[config.mk]
export PLATFORM = sky130hd
export DESIGN_NAME = refcounted_lru_buffer_cache_top
export DESIGN_NICKNAME = d
export VERILOG_FILES = /design/src/design/rlbc_pkg.sv /design/src/design/rlbc_regs.sv /design/src/design/rlbc_ctrl.sv /design/src/design/rlbc_dp.sv /design/src/design/refcounted_lru_buffer_cache_top.sv
export SDC_FILE = /design/constraint.sdc
export NUM_CORES = 2
export LEC_CHECK = 0
export BUFFER_PORTS_ARGS = -buffer_cell sky130_fd_sc_hd__clkbuf_2
export CORE_MARGIN = 1
export CORE_UTILIZATION = 30
export CTS_CLUSTER_DIAMETER = 30
export DETAILED_ROUTE_END_ITERATION = 12
export HOLD_SLACK_MARGIN = 0.1
export REMOVE_ABC_BUFFERS = 1
export SLEW_MARGIN = 20
export SYNTH_ARGS = -nofsm -noshare
export SYNTH_HDL_FRONTEND = slang
export SYNTH_SLANG_ARGS = --single-unit
[constraint.sdc]
create_clock -name clk -period 18.7 [get_ports clk]
set_input_delay 2.805 -clock clk [delete_from_list [all_inputs] [get_ports clk]]
set_output_delay 2.805 -clock clk [all_outputs]
set_load 0.03 [all_outputs]
[src/design/rlbc_pkg.sv]
// Shared types, constants and codes for the reference-counted LRU cache.
`default_nettype none
package rlbc_pkg;

  // Geometry of the table.
  localparam int DEPTH    = 16;
  localparam int IDX_W    = $clog2(DEPTH);
  localparam int CNT_W    = $clog2(DEPTH + 1);
  // Stored key width; keys are taken from the low bits of the 32-bit key word (at most 32).
  localparam int KEY_BITS = 32;
  localparam int KEY_W    = 32;
  localparam int HANDLE_W = 4;
  localparam int SLOT_W   = 4;
  localparam int STATUS_W = 3;
  localparam int USE_W    = 16;
  localparam int STAMP_W  = 32;
  localparam int CAP_W    = 5;
  localparam int PADDR_W  = 3;

  // Request codes.
  typedef enum logic [1:0] {
    REQ_GET     = 2'd0,
    REQ_RELEASE = 2'd1,
    REQ_CLEAR   = 2'd2,
    REQ_NONE    = 2'd3
  } req_t;

  // Result status codes.
  localparam logic [STATUS_W-1:0] ST_HIT       = 3'd0;
  localparam logic [STATUS_W-1:0] ST_INSTALLED = 3'd1;
  localparam logic [STATUS_W-1:0] ST_NO_VICTIM = 3'd2;
  localparam logic [STATUS_W-1:0] ST_RELEASED  = 3'd3;
  localparam logic [STATUS_W-1:0] ST_NOT_FOUND = 3'd4;
  localparam logic [STATUS_W-1:0] ST_CLEARED   = 3'd5;

  // Register byte addresses.
  localparam logic [PADDR_W-1:0] ADDR_CAPACITY = 3'd0;
  localparam logic [CAP_W-1:0]   CAP_RESET     = 5'd16;

  // One table entry as held in the entry memory.
  typedef struct packed {
    logic [KEY_BITS-1:0] key;
    logic [USE_W-1:0]    use_cnt;
    logic [STAMP_W-1:0]  stamp;
  } entry_t;

  // Commands from the controller to the datapath.
  typedef struct packed {
    logic             load;
    logic             scan;
    logic [IDX_W-1:0] rd_addr;
    logic             commit;
  } cmd_t;

endpackage
`default_nettype wire

[src/design/rlbc_regs.sv]
// Configuration register file: the capacity register behind the APB port.
`default_nettype none
module rlbc_regs (
  input  wire logic                         clk,
  input  wire logic                         rst_n,
  input  wire logic                         psel,
  input  wire logic                         penable,
  input  wire logic                         pwrite,
  input  wire logic [rlbc_pkg::PADDR_W-1:0] paddr,
  input  wire logic [31:0]                  pwdata,
  output logic      [31:0]                  prdata,
  output logic                              pready,
  output logic      [rlbc_pkg::CAP_W-1:0]   cap
);
  import rlbc_pkg::*;

  logic [CAP_W-1:0] cap_r;
  logic             sel_cap;

  // Word decode ignores the byte offset within the word.
  assign sel_cap = (paddr[PADDR_W-1:2] == ADDR_CAPACITY[PADDR_W-1:2]);
  assign pready  = 1'b1;

  // Capacity register write.
  always_ff @(posedge clk) begin
    if (!rst_n) begin
      cap_r <= CAP_RESET;
    end else if (psel && penable && pwrite && sel_cap) begin
      cap_r <= pwdata[CAP_W-1:0];
    end
  end

  // Read-back mux.
  always_comb begin
    prdata = '0;
    if (sel_cap) begin
      prdata = 32'(cap_r);
    end
  end

  assign cap = cap_r;

endmodule
`default_nettype wire

[src/design/rlbc_ctrl.sv]
// Controller state machine: sequences the table scan, release read and commit.
`default_nettype none
module rlbc_ctrl (
  input  wire logic             clk,
  input  wire logic             rst_n,
  input  wire logic             start,
  input  wire logic [1:0]       in_req_type,
  input  wire logic [rlbc_pkg::HANDLE_W-1:0] in_handle,
  output logic                  busy,
  output rlbc_pkg::cmd_t        cmd
);
  import rlbc_pkg::*;

  typedef enum logic [4:0] {
    S_IDLE   = 5'b00001,
    S_SCAN   = 5'b00010,
    S_DRAIN  = 5'b00100,
    S_RADDR  = 5'b01000,
    S_COMMIT = 5'b10000
  } state_t;

  state_t            state_r, state_nxt;
  logic [IDX_W-1:0]  cnt_r, cnt_nxt;
  logic [HANDLE_W-1:0] handle_r;
  logic              accept;

  assign accept = start && (state_r == S_IDLE);
  assign busy   = (state_r != S_IDLE);

  // Next-state logic.
  always_comb begin
    state_nxt = state_r;
    cnt_nxt   = cnt_r;
    unique case (state_r)
      S_IDLE: begin
        cnt_nxt = '0;
        if (accept) begin
          unique case (req_t'(in_req_type))
            REQ_GET:     state_nxt = S_SCAN;
            REQ_RELEASE: state_nxt = S_RADDR;
            default:     state_nxt = S_COMMIT;
          endcase
        end
      end
      S_SCAN: begin
        cnt_nxt = cnt_r + 1'b1;
        if (cnt_r == IDX_W'(DEPTH - 1)) begin
          state_nxt = S_DRAIN;
        end
      end
      S_DRAIN:  state_nxt = S_COMMIT;
      S_RADDR:  state_nxt = S_COMMIT;
      S_COMMIT: state_nxt = S_IDLE;
      default:  state_nxt = S_IDLE;
    endcase
  end

  always_ff @(posedge clk) begin
    if (!rst_n) begin
      state_r <= S_IDLE;
      cnt_r   <= '0;
    end else begin
      state_r <= state_nxt;
      cnt_r   <= cnt_nxt;
    end
  end

  // The release handle is held for the memory read.
  always_ff @(posedge clk) begin
    if (accept) begin
      handle_r <= in_handle;
    end
  end

  // Commands to the datapath.
  always_comb begin
    cmd.load    = accept;
    cmd.scan    = (state_r == S_SCAN);
    cmd.commit  = (state_r == S_COMMIT);
    cmd.rd_addr = (state_r == S_RADDR) ? IDX_W'(handle_r) : cnt_r;
  end

endmodule
`default_nettype wire

[src/design/rlbc_dp.sv]
// Datapath: entry memory, valid bits, scan trackers, commit logic and result word.
`default_nettype none
module rlbc_dp (
  input  wire logic                          clk,
  input  wire logic                          rst_n,
  input  wire rlbc_pkg::cmd_t                cmd,
  input  wire logic [1:0]                    in_req_type,
  input  wire logic [rlbc_pkg::KEY_W-1:0]    in_key,
  input  wire logic [rlbc_pkg::HANDLE_W-1:0] in_handle,
  input  wire logic [rlbc_pkg::CAP_W-1:0]    cap,
  output logic                               out_valid,
  output logic [rlbc_pkg::STATUS_W-1:0]      out_status,
  output logic [rlbc_pkg::SLOT_W-1:0]        out_slot,
  output logic                               out_evicted_valid,
  output logic [rlbc_pkg::KEY_W-1:0]         out_evicted_key
);
  import rlbc_pkg::*;

  // Entry memory and its registered read port.
  entry_t              mem [DEPTH];
  entry_t              rd_data_r;
  logic                we;
  logic [IDX_W-1:0]    wa;
  entry_t              wd;

  // Table state.
  logic [DEPTH-1:0]    valid_r, valid_nxt;
  logic [CNT_W-1:0]    held_r, held_nxt;
  logic [STAMP_W-1:0]  acc_r, acc_nxt;

  // Latched request.
  req_t                req_r;
  logic [KEY_BITS-1:0] key_r;
  logic [HANDLE_W-1:0] handle_r;

  // Scan pipeline and trackers.
  logic                scan_vld_r;
  logic [IDX_W-1:0]    idx_d_r;
  logic                found_r, found_nxt;
  logic [IDX_W-1:0]    found_slot_r, found_slot_nxt;
  logic [USE_W-1:0]    found_use_r, found_use_nxt;
  logic                vic_have_r, vic_have_nxt;
  logic [IDX_W-1:0]    vic_slot_r, vic_slot_nxt;
  logic [STAMP_W-1:0]  vic_stamp_r, vic_stamp_nxt;
  logic [KEY_BITS-1:0] vic_key_r, vic_key_nxt;
  logic                free_have_r, free_have_nxt;
  logic [IDX_W-1:0]    free_slot_r, free_slot_nxt;
  logic                cur_vld;

  // Commit results.
  logic                out_valid_r;
  logic [STATUS_W-1:0] status_r, status_nxt;
  logic [SLOT_W-1:0]   slot_r, slot_nxt;
  logic                ev_valid_r, ev_valid_nxt;
  logic [KEY_W-1:0]    ev_key_r, ev_key_nxt;
  logic [CNT_W-1:0]    eff_cap;
  logic [IDX_W-1:0]    h_idx;
  logic                h_ok;

  // Memory write and read ports.
  always_ff @(posedge clk) begin
    if (we) begin
      mem[wa] <= wd;
    end
  end

  always_ff @(posedge clk) begin
    rd_data_r <= mem[cmd.rd_addr];
  end

  // Request latch and scan index pipeline.
  always_ff @(posedge clk) begin
    if (cmd.load) begin
      req_r    <= req_t'(in_req_type);
      key_r    <= in_key[KEY_BITS-1:0];
      handle_r <= in_handle;
    end
    idx_d_r <= cmd.rd_addr;
  end

  // Tracker update over the entries read back during the scan.
  assign cur_vld = valid_r[idx_d_r];

  always_comb begin
    found_nxt      = found_r;
    found_slot_nxt = found_slot_r;
    found_use_nxt  = found_use_r;
    vic_have_nxt   = vic_have_r;
    vic_slot_nxt   = vic_slot_r;
    vic_stamp_nxt  = vic_stamp_r;
    vic_key_nxt    = vic_key_r;
    free_have_nxt  = free_have_r;
    free_slot_nxt  = free_slot_r;
    if (cmd.load) begin
      found_nxt     = 1'b0;
      vic_have_nxt  = 1'b0;
      free_have_nxt = 1'b0;
    end else if (scan_vld_r) begin
      // First valid entry with a matching key.
      if (cur_vld && !found_r && (rd_data_r.key == key_r)) begin
        found_nxt      = 1'b1;
        found_slot_nxt = idx_d_r;
        found_use_nxt  = rd_data_r.use_cnt;
      end
      // Oldest idle entry; a strict compare keeps the lowest index on a tie.
      if (cur_vld && (rd_data_r.use_cnt == '0) &&
          (!vic_have_r || (rd_data_r.stamp < vic_stamp_r))) begin
        vic_have_nxt  = 1'b1;
        vic_slot_nxt  = idx_d_r;
        vic_stamp_nxt = rd_data_r.stamp;
        vic_key_nxt   = rd_data_r.key;
      end
      // Lowest free slot.
      if (!cur_vld && !free_have_r) begin
        free_have_nxt = 1'b1;
        free_slot_nxt = idx_d_r;
      end
    end
  end

  always_ff @(posedge clk) begin
    if (!rst_n) begin
      scan_vld_r <= 1'b0;
    end else begin
      scan_vld_r <= cmd.scan;
    end
    found_r      <= found_nxt;
    found_slot_r <= found_slot_nxt;
    found_use_r  <= found_use_nxt;
    vic_have_r   <= vic_have_nxt;
    vic_slot_r   <= vic_slot_nxt;
    vic_stamp_r  <= vic_stamp_nxt;
    vic_key_r    <= vic_key_nxt;
    free_have_r  <= free_have_nxt;
    free_slot_r  <= free_slot_nxt;
  end

  // Effective capacity: zero acts as one, anything above the depth as the depth.
  always_comb begin
    eff_cap = CNT_W'(cap);
    if (cap == '0) begin
      eff_cap = CNT_W'(1);
    end else if (32'(cap) > DEPTH) begin
      eff_cap = CNT_W'(DEPTH);
    end
  end

  assign h_idx = IDX_W'(handle_r);
  assign h_ok  = (32'(handle_r) < DEPTH) && valid_r[h_idx];

  // Commit: table update and result word.
  always_comb begin
    we           = 1'b0;
    wa           = '0;
    wd           = rd_data_r;
    valid_nxt    = valid_r;
    held_nxt     = held_r;
    acc_nxt      = acc_r;
    status_nxt   = ST_NOT_FOUND;
    slot_nxt     = '0;
    ev_valid_nxt = 1'b0;
    ev_key_nxt   = '0;
    if (cmd.commit) begin
      case (req_r)
        REQ_GET: begin
          if (found_r) begin
            we         = 1'b1;
            wa         = found_slot_r;
            wd.key     = key_r;
            wd.use_cnt = (found_use_r == '1) ? found_use_r : found_use_r + 1'b1;
            wd.stamp   = acc_r;
            acc_nxt    = acc_r + 1'b1;
            status_nxt = ST_HIT;
            slot_nxt   = SLOT_W'(found_slot_r);
          end else if (held_r >= eff_cap) begin
            if (vic_have_r) begin
              we           = 1'b1;
              wa           = vic_slot_r;
              wd.key       = key_r;
              wd.use_cnt   = USE_W'(1);
              wd.stamp     = acc_r;
              acc_nxt      = acc_r + 1'b1;
              status_nxt   = ST_INSTALLED;
              slot_nxt     = SLOT_W'(vic_slot_r);
              ev_valid_nxt = 1'b1;
              ev_key_nxt   = KEY_W'(vic_key_r);
            end else begin
              status_nxt = ST_NO_VICTIM;
            end
          end else if (free_have_r) begin
            we                     = 1'b1;
            wa                     = free_slot_r;
            wd.key                 = key_r;
            wd.use_cnt             = USE_W'(1);
            wd.stamp               = acc_r;
            valid_nxt[free_slot_r] = 1'b1;
            held_nxt               = held_r + 1'b1;
            acc_nxt                = acc_r + 1'b1;
            status_nxt             = ST_INSTALLED;
            slot_nxt               = SLOT_W'(free_slot_r);
          end else begin
            status_nxt = ST_NO_VICTIM;
          end
        end
        REQ_RELEASE: begin
          slot_nxt = SLOT_W'(handle_r);
          if (h_ok) begin
            we         = 1'b1;
            wa         = h_idx;
            wd.use_cnt = (rd_data_r.use_cnt == '0) ? rd_data_r.use_cnt
                                                   : rd_data_r.use_cnt - 1'b1;
            status_nxt = ST_RELEASED;
          end
        end
        REQ_CLEAR: begin
          valid_nxt  = '0;
          held_nxt   = '0;
          status_nxt = ST_CLEARED;
        end
        default: begin
          slot_nxt = SLOT_W'(handle_r);
        end
      endcase
    end
  end

  // Table state registers.
  always_ff @(posedge clk) begin
    if (!rst_n) begin
      valid_r     <= '0;
      held_r      <= '0;
      acc_r       <= '0;
      out_valid_r <= 1'b0;
    end else begin
      valid_r     <= valid_nxt;
      held_r      <= held_nxt;
      acc_r       <= acc_nxt;
      out_valid_r <= cmd.commit;
    end
  end

  // Result word registers.
  always_ff @(posedge clk) begin
    if (cmd.commit) begin
      status_r   <= status_nxt;
      slot_r     <= slot_nxt;
      ev_valid_r <= ev_valid_nxt;
      ev_key_r   <= ev_key_nxt;
    end
  end

  assign out_valid         = out_valid_r;
  assign out_status        = status_r;
  assign out_slot          = slot_r;
  assign out_evicted_valid = ev_valid_r;
  assign out_evicted_key   = ev_key_r;

endmodule
`default_nettype wire

[src/design/refcounted_lru_buffer_cache_top.sv]
// Top level of the reference-counted LRU cache: register file, controller and datapath.
// A get runs from accept through the scan state, which reads the entry memory one entry per
// cycle, then the drain and commit states; a release runs through the handle read and commit,
// a clear through commit alone. One request at a time: busy falls as the result is driven.
// The result strobe out_valid cannot be stalled by the receiver.
// Reset (rst_n low, synchronous) empties the table, zeroes the access counter and sets
// capacity to 16; no clearing pass is needed.
`default_nettype none
module refcounted_lru_buffer_cache_top (
  input  wire logic                          clk,
  input  wire logic                          rst_n,
  input  wire logic                          start,
  output logic                               busy,
  input  wire logic [1:0]                    in_req_type,
  input  wire logic [rlbc_pkg::KEY_W-1:0]    in_key,
  input  wire logic [rlbc_pkg::HANDLE_W-1:0] in_handle,
  output logic                               out_valid,
  output logic [rlbc_pkg::STATUS_W-1:0]      out_status,
  output logic [rlbc_pkg::SLOT_W-1:0]        out_slot,
  output logic                               out_evicted_valid,
  output logic [rlbc_pkg::KEY_W-1:0]         out_evicted_key,
  input  wire logic                          psel,
  input  wire logic                          penable,
  input  wire logic                          pwrite,
  input  wire logic [rlbc_pkg::PADDR_W-1:0]  paddr,
  input  wire logic [31:0]                   pwdata,
  output logic      [31:0]                   prdata,
  output logic                               pready
);
  import rlbc_pkg::*;

  cmd_t             cmd;
  logic [CAP_W-1:0] cap;

  rlbc_regs u_regs (
    .clk     (clk),
    .rst_n   (rst_n),
    .psel    (psel),
    .penable (penable),
    .pwrite  (pwrite),
    .paddr   (paddr),
    .pwdata  (pwdata),
    .prdata  (prdata),
    .pready  (pready),
    .cap     (cap)
  );

  rlbc_ctrl u_ctrl (
    .clk         (clk),
    .rst_n       (rst_n),
    .start       (start),
    .in_req_type (in_req_type),
    .in_handle   (in_handle),
    .busy        (busy),
    .cmd         (cmd)
  );

  rlbc_dp u_dp (
    .clk               (clk),
    .rst_n             (rst_n),
    .cmd               (cmd),
    .in_req_type       (in_req_type),
    .in_key            (in_key),
    .in_handle         (in_handle),
    .cap               (cap),
    .out_valid         (out_valid),
    .out_status        (out_status),
    .out_slot          (out_slot),
    .out_evicted_valid (out_evicted_valid),
    .out_evicted_key   (out_evicted_key)
  );

endmodule
`default_nettype wire

==> flow_summary.json <==
{
  "status": "finished clean",
  "layout.nets": 4499,
  "min_from": "u_dp.rd_data_r[71]",
  "grt_pass1_wl_mm": 268,
  "type_of_the_worst_min_delay_path": "reg2reg",
  "antenna_cells_inserted": 0,
  "synthAdderAreaFrac_pct": 0.764,
  "critical_path_cell_by_cell": "clkbuf_2 -> nor2b_1 -> clkbuf_2",
  "path_common_cell": "sky130_fd_sc_hd__clkbuf_2",
  "final_design_area_no_fill_mm2": 0.0826,
  "endpoint_kind": "output pin",
  "die-height_um": 475,
  "period_minus_slack_ns": 6.08,
  "min_delay_path_depth": 0,
  "dr.pass1.iters": 5,
  "rsz0062_at_grt": "false",
  "synth.mux.area_fraction_pct": 15.5,
  "worst_ir_drop_vdd_v": 0.000104,
  "required_ns": 15.89,
  "avgSynthCellArea_um2": 16.4,
  "antenna_left": 0,
  "number_of_distinct_library_cell_variants_in_the_gate_level_netlist_after_synthesis": 84,
  "tightest_slew_margin_relative_to_the_limit_pct": 17.9,
  "fp.coreArea_mm2": 0.222,
  "critical_path_peak_fanout": 6,
  "whs_ns": 0.444,
  "worst_r2r_path_depth": 10,
  "finalSetupViolCount": 0,
  "synth.cell_area_mm2": 0.0672,
  "vias_in_the_first_global_route": 40257,
  "maxSlewViolCount": 0,
  "number_of_enable_flip_flop_cells_after_synthesis": 1450,
  "synth_xor_area_share_pct": 0.743,
  "finalWorstSetupSlack_ns": 12.62,
  "worst_slew_pin_slew_ns": 1.21,
  "startpoint_type": "input port",
  "post_route_cells_drive_above_1_share_pct": 25.5,
  "power_leakage_nw": 27.9,
  "final_hold_violations": 0,
  "synth_seq_area_share_pct": 69.5,
  "fmax_ghz": 0.165,
  "synthesis_stage_register_bit_count": 1606,
  "dp_worst_setup_slack_ns": 12.62,
  "cts.htree.levels": 5,
  "tritoncts": "built",
  "place_congestion": 0.809,
  "max_stage_delay_ns": 0.21,
  "via_per_inst": 5.24,
  "syn2layout_area_growth_pct": 22.9,
  "worst_clock_skew_ns": 0.0884,
  "grt_use_total_pct": 16.0,
  "maxCapViolCount": 0,
  "detailed_placement_hpwl_mm": 96.5,
  "cts.sinks": 1606,
  "cts.clk_slew.worst_paths_ns": 0.05,
  "worst-r2r-setup-slack_ns": 12.93,
  "arrival_ns": 3.27,
  "worst_path_max_delay_cell": "sky130_fd_sc_hd__clkbuf_2",
  "largest_net_degree_at_the_start_of_global_routing": 116,
  "drc": 0,
  "die_area_mm2": 0.226,
  "ctsLongestPathBuffers": 4,
  "numPortBuffers": 96,
  "effective_utilization_at_floorplan_pct": 30.2,
  "wl_per_cell_um": 24.0,
  "ws_path_type": "in2out",
  "power_per_cell_area_mw_per_mm2": 124,
  "ioPinCount": 154,
  "clock-root-buffer": "sky130_fd_sc_hd__clkbuf_16",
  "synthCells": 4090,
  "grt.overflow.total": 0,
  "rr_startpoint": "u_dp.h_idx[3]",
  "wirelength_mm": 183,
  "buffers_inserted_by_post_cts_timing_repair": 0,
  "drt_iter0_drc": 4148,
  "synth_top_family_by_area": "multiplexers",
  "r2r_end": "u_dp.mem[1][61]",
  "tritoncts.num_buffers": 332,
  "asyncSetResetFlopFracSynth_pct": 0,
  "die_width_um": 475,
  "postCtsResizedCells": 0,
  "row_count": 173,
  "end_point_of_the_worst_hold_path": "u_dp.vic_key_r[23]",
  "vias": 39896,
  "synth_simple_gate_area_share_pct": 4.00,
  "placedInstanceArea_mm2": 0.0712,
  "finalCoreUtilization_pct": 37.1,
  "synth_compound_gate_area_share_pct": 7.18,
  "grt_antenna_before_repair": 3,
  "synth_warnings": 0,
  "clock_latency_on_the_worst_skew_pair_ns": 0.91,
  "postSynth.topFlopCell": "sky130_fd_sc_hd__edfxtp_1",
  "layout_worst_path_cycle_share_pct": 32.5,
  "cts_hold_buffers": 0
}
-- area by class of cell --
| type | instances | area (µm²) |
|---|---|---|
| fillers | 20474 | 140000 |
| repair buffers | 205 | 1350 |
| inverters | 59 | 234 |
| flip-flops and latches | 1606 | 46700 |
| multi-input cells | 2175 | 19300 |
| well taps | 2975 | 3720 |
| clock inverters | 218 | 2620 |
| clock buffers | 375 | 8690 |
-- kinds of logic after synthesis --
| family | Yosys count |
|---|---|
| buffers and inverters | 335 |
| adder cells (fa/ha/maj) | 41 |
| AO/OA/AOI/OAI | 737 |
| AND/OR/NAND/NOR | 520 |
| other | 2 |
| XOR/XNOR | 57 |
| flip-flops | 1606 |
| multiplexers | 792 |
-- cell usage after synthesis, types with 84 or more instances --
cell	n	area share, %
sky130_fd_sc_hd__edfxtp_1	1450	65
sky130_fd_sc_hd__mux2i_1	408	6.1
sky130_fd_sc_hd__mux2_2	201	3.4
sky130_fd_sc_hd__a21oi_1	187	1.4
sky130_fd_sc_hd__mux4_2	177	5.9
sky130_fd_sc_hd__o22ai_1	162	1.5
sky130_fd_sc_hd__dfxtp_1	156	4.6
sky130_fd_sc_hd__clkbuf_1	143	0.80
sky130_fd_sc_hd__nor2_1	116	0.65
sky130_fd_sc_hd__o21ai_0	111	0.83
sky130_fd_sc_hd__nor3_1	89	0.66
sky130_fd_sc_hd__a211o_1	84	1.1
-- metrics by stage --
step | total power (W) | TNS [ns] | instances
finish | 0.0102 | 0 | 7613
global route | 0.0105 | 0 | 7613
CTS | 0.0103 | 0 | 7611
detailed placement | 0.00434 | 0 | 7018
global placement | 0.00434 | 0 | 7017
floorplan | 0.00426 | -214.73 | 3840
-- power by group --
group / switching (W) / total [W] / internal, W
Sequential: 0.0000193 / 0.00394 / 0.00392
Combinational: 0.000225 / 0.000334 / 0.000108
Clock: 0.00193 / 0.00592 / 0.00399
-- registers in the layout, indices dropped and copies added, names as in the netlist, 5 cells and up --
signal / cells
u_ctrl.state_r: 5
u_dp.acc_r: 32
u_dp.found_use_r: 16
u_dp.held_r: 5
u_dp.key_r: 32
u_dp.mem: 1280
u_dp.out_evicted_key: 32
u_dp.rd_data_r: 80
u_dp.valid_r: 16
u_dp.vic_key_r: 32
u_dp.vic_stamp_r: 32
u_regs.cap: 5
-- routing by layer --
layer / track usage [%] / wire (µm) / up-vias
met5: 0 / 0 / -
met4: 5.36 / 4360 / 0
met3: 3.28 / 15100 / 358
met2: 24.3 / 82500 / 1817
met1: 22.5 / 81000 / 20571
li1: - / - / 17150
-- layout by cell type (no fill, tap or decap), types with 25 or more instances in the layout --
cell | Yosys | final
sky130_fd_sc_hd__mux4_2 | 177 | 177
sky130_fd_sc_hd__a21oi_1 | 187 | 187
sky130_fd_sc_hd__a221oi_1 | 67 | 67
sky130_fd_sc_hd__mux2_2 | 201 | 201
sky130_fd_sc_hd__mux2i_1 | 408 | 407
sky130_fd_sc_hd__a211o_1 | 84 | 84
sky130_fd_sc_hd__dfxtp_1 | 156 | 152
sky130_fd_sc_hd__edfxtp_1 | 1450 | 1450
sky130_fd_sc_hd__clkinvlp_4 | 0 | 43
sky130_fd_sc_hd__clkbuf_2 | 1 | 96
sky130_fd_sc_hd__clkinv_4 | 0 | 32
sky130_fd_sc_hd__clkbuf_1 | 143 | 28
sky130_fd_sc_hd__clkinv_2 | 0 | 38
sky130_fd_sc_hd__xor2_1 | 36 | 36
sky130_fd_sc_hd__and2_1 | 39 | 39
sky130_fd_sc_hd__nand4_1 | 25 | 25
sky130_fd_sc_hd__o22ai_1 | 162 | 162
sky130_fd_sc_hd__ha_1 | 41 | 41
sky130_fd_sc_hd__inv_1 | 56 | 53
sky130_fd_sc_hd__o21ai_0 | 111 | 111
sky130_fd_sc_hd__buf_4 | 53 | 104
sky130_fd_sc_hd__conb_1 | 2 | 28
sky130_fd_sc_hd__or3_1 | 26 | 26
sky130_fd_sc_hd__nand3_1 | 45 | 45
sky130_fd_sc_hd__nor2_1 | 116 | 101
sky130_fd_sc_hd__nand2_1 | 83 | 80
sky130_fd_sc_hd__nor3_1 | 89 | 89
sky130_fd_sc_hd__bufinv_16 | 0 | 47
sky130_fd_sc_hd__inv_6 | 0 | 29
sky130_fd_sc_hd__clkbuf_16 | 0 | 338
-- critical path, delay by kind of cell --
| family | cells | cell delay [ns] |
|---|---|---|
| buffers and inverters | 2 | 0.34 |
| AND/OR/NAND/NOR | 1 | 0.12 |
-- worst max-delay path by stage --
stage,from,to,slack [ns],depth (start not counted)
floorplan,u_dp.h_idx[0],u_dp.rd_data_r[78],-2.70,4
global placement,paddr[2],prdata[3],12.63,3
detailed placement,paddr[2],prdata[0],12.62,3
CTS,paddr[2],prdata[0],12.62,3
global route,paddr[2],prdata[3],12.57,3
finish,paddr[2],prdata[0],12.62,3
Power figures use the tool's default switching activity.
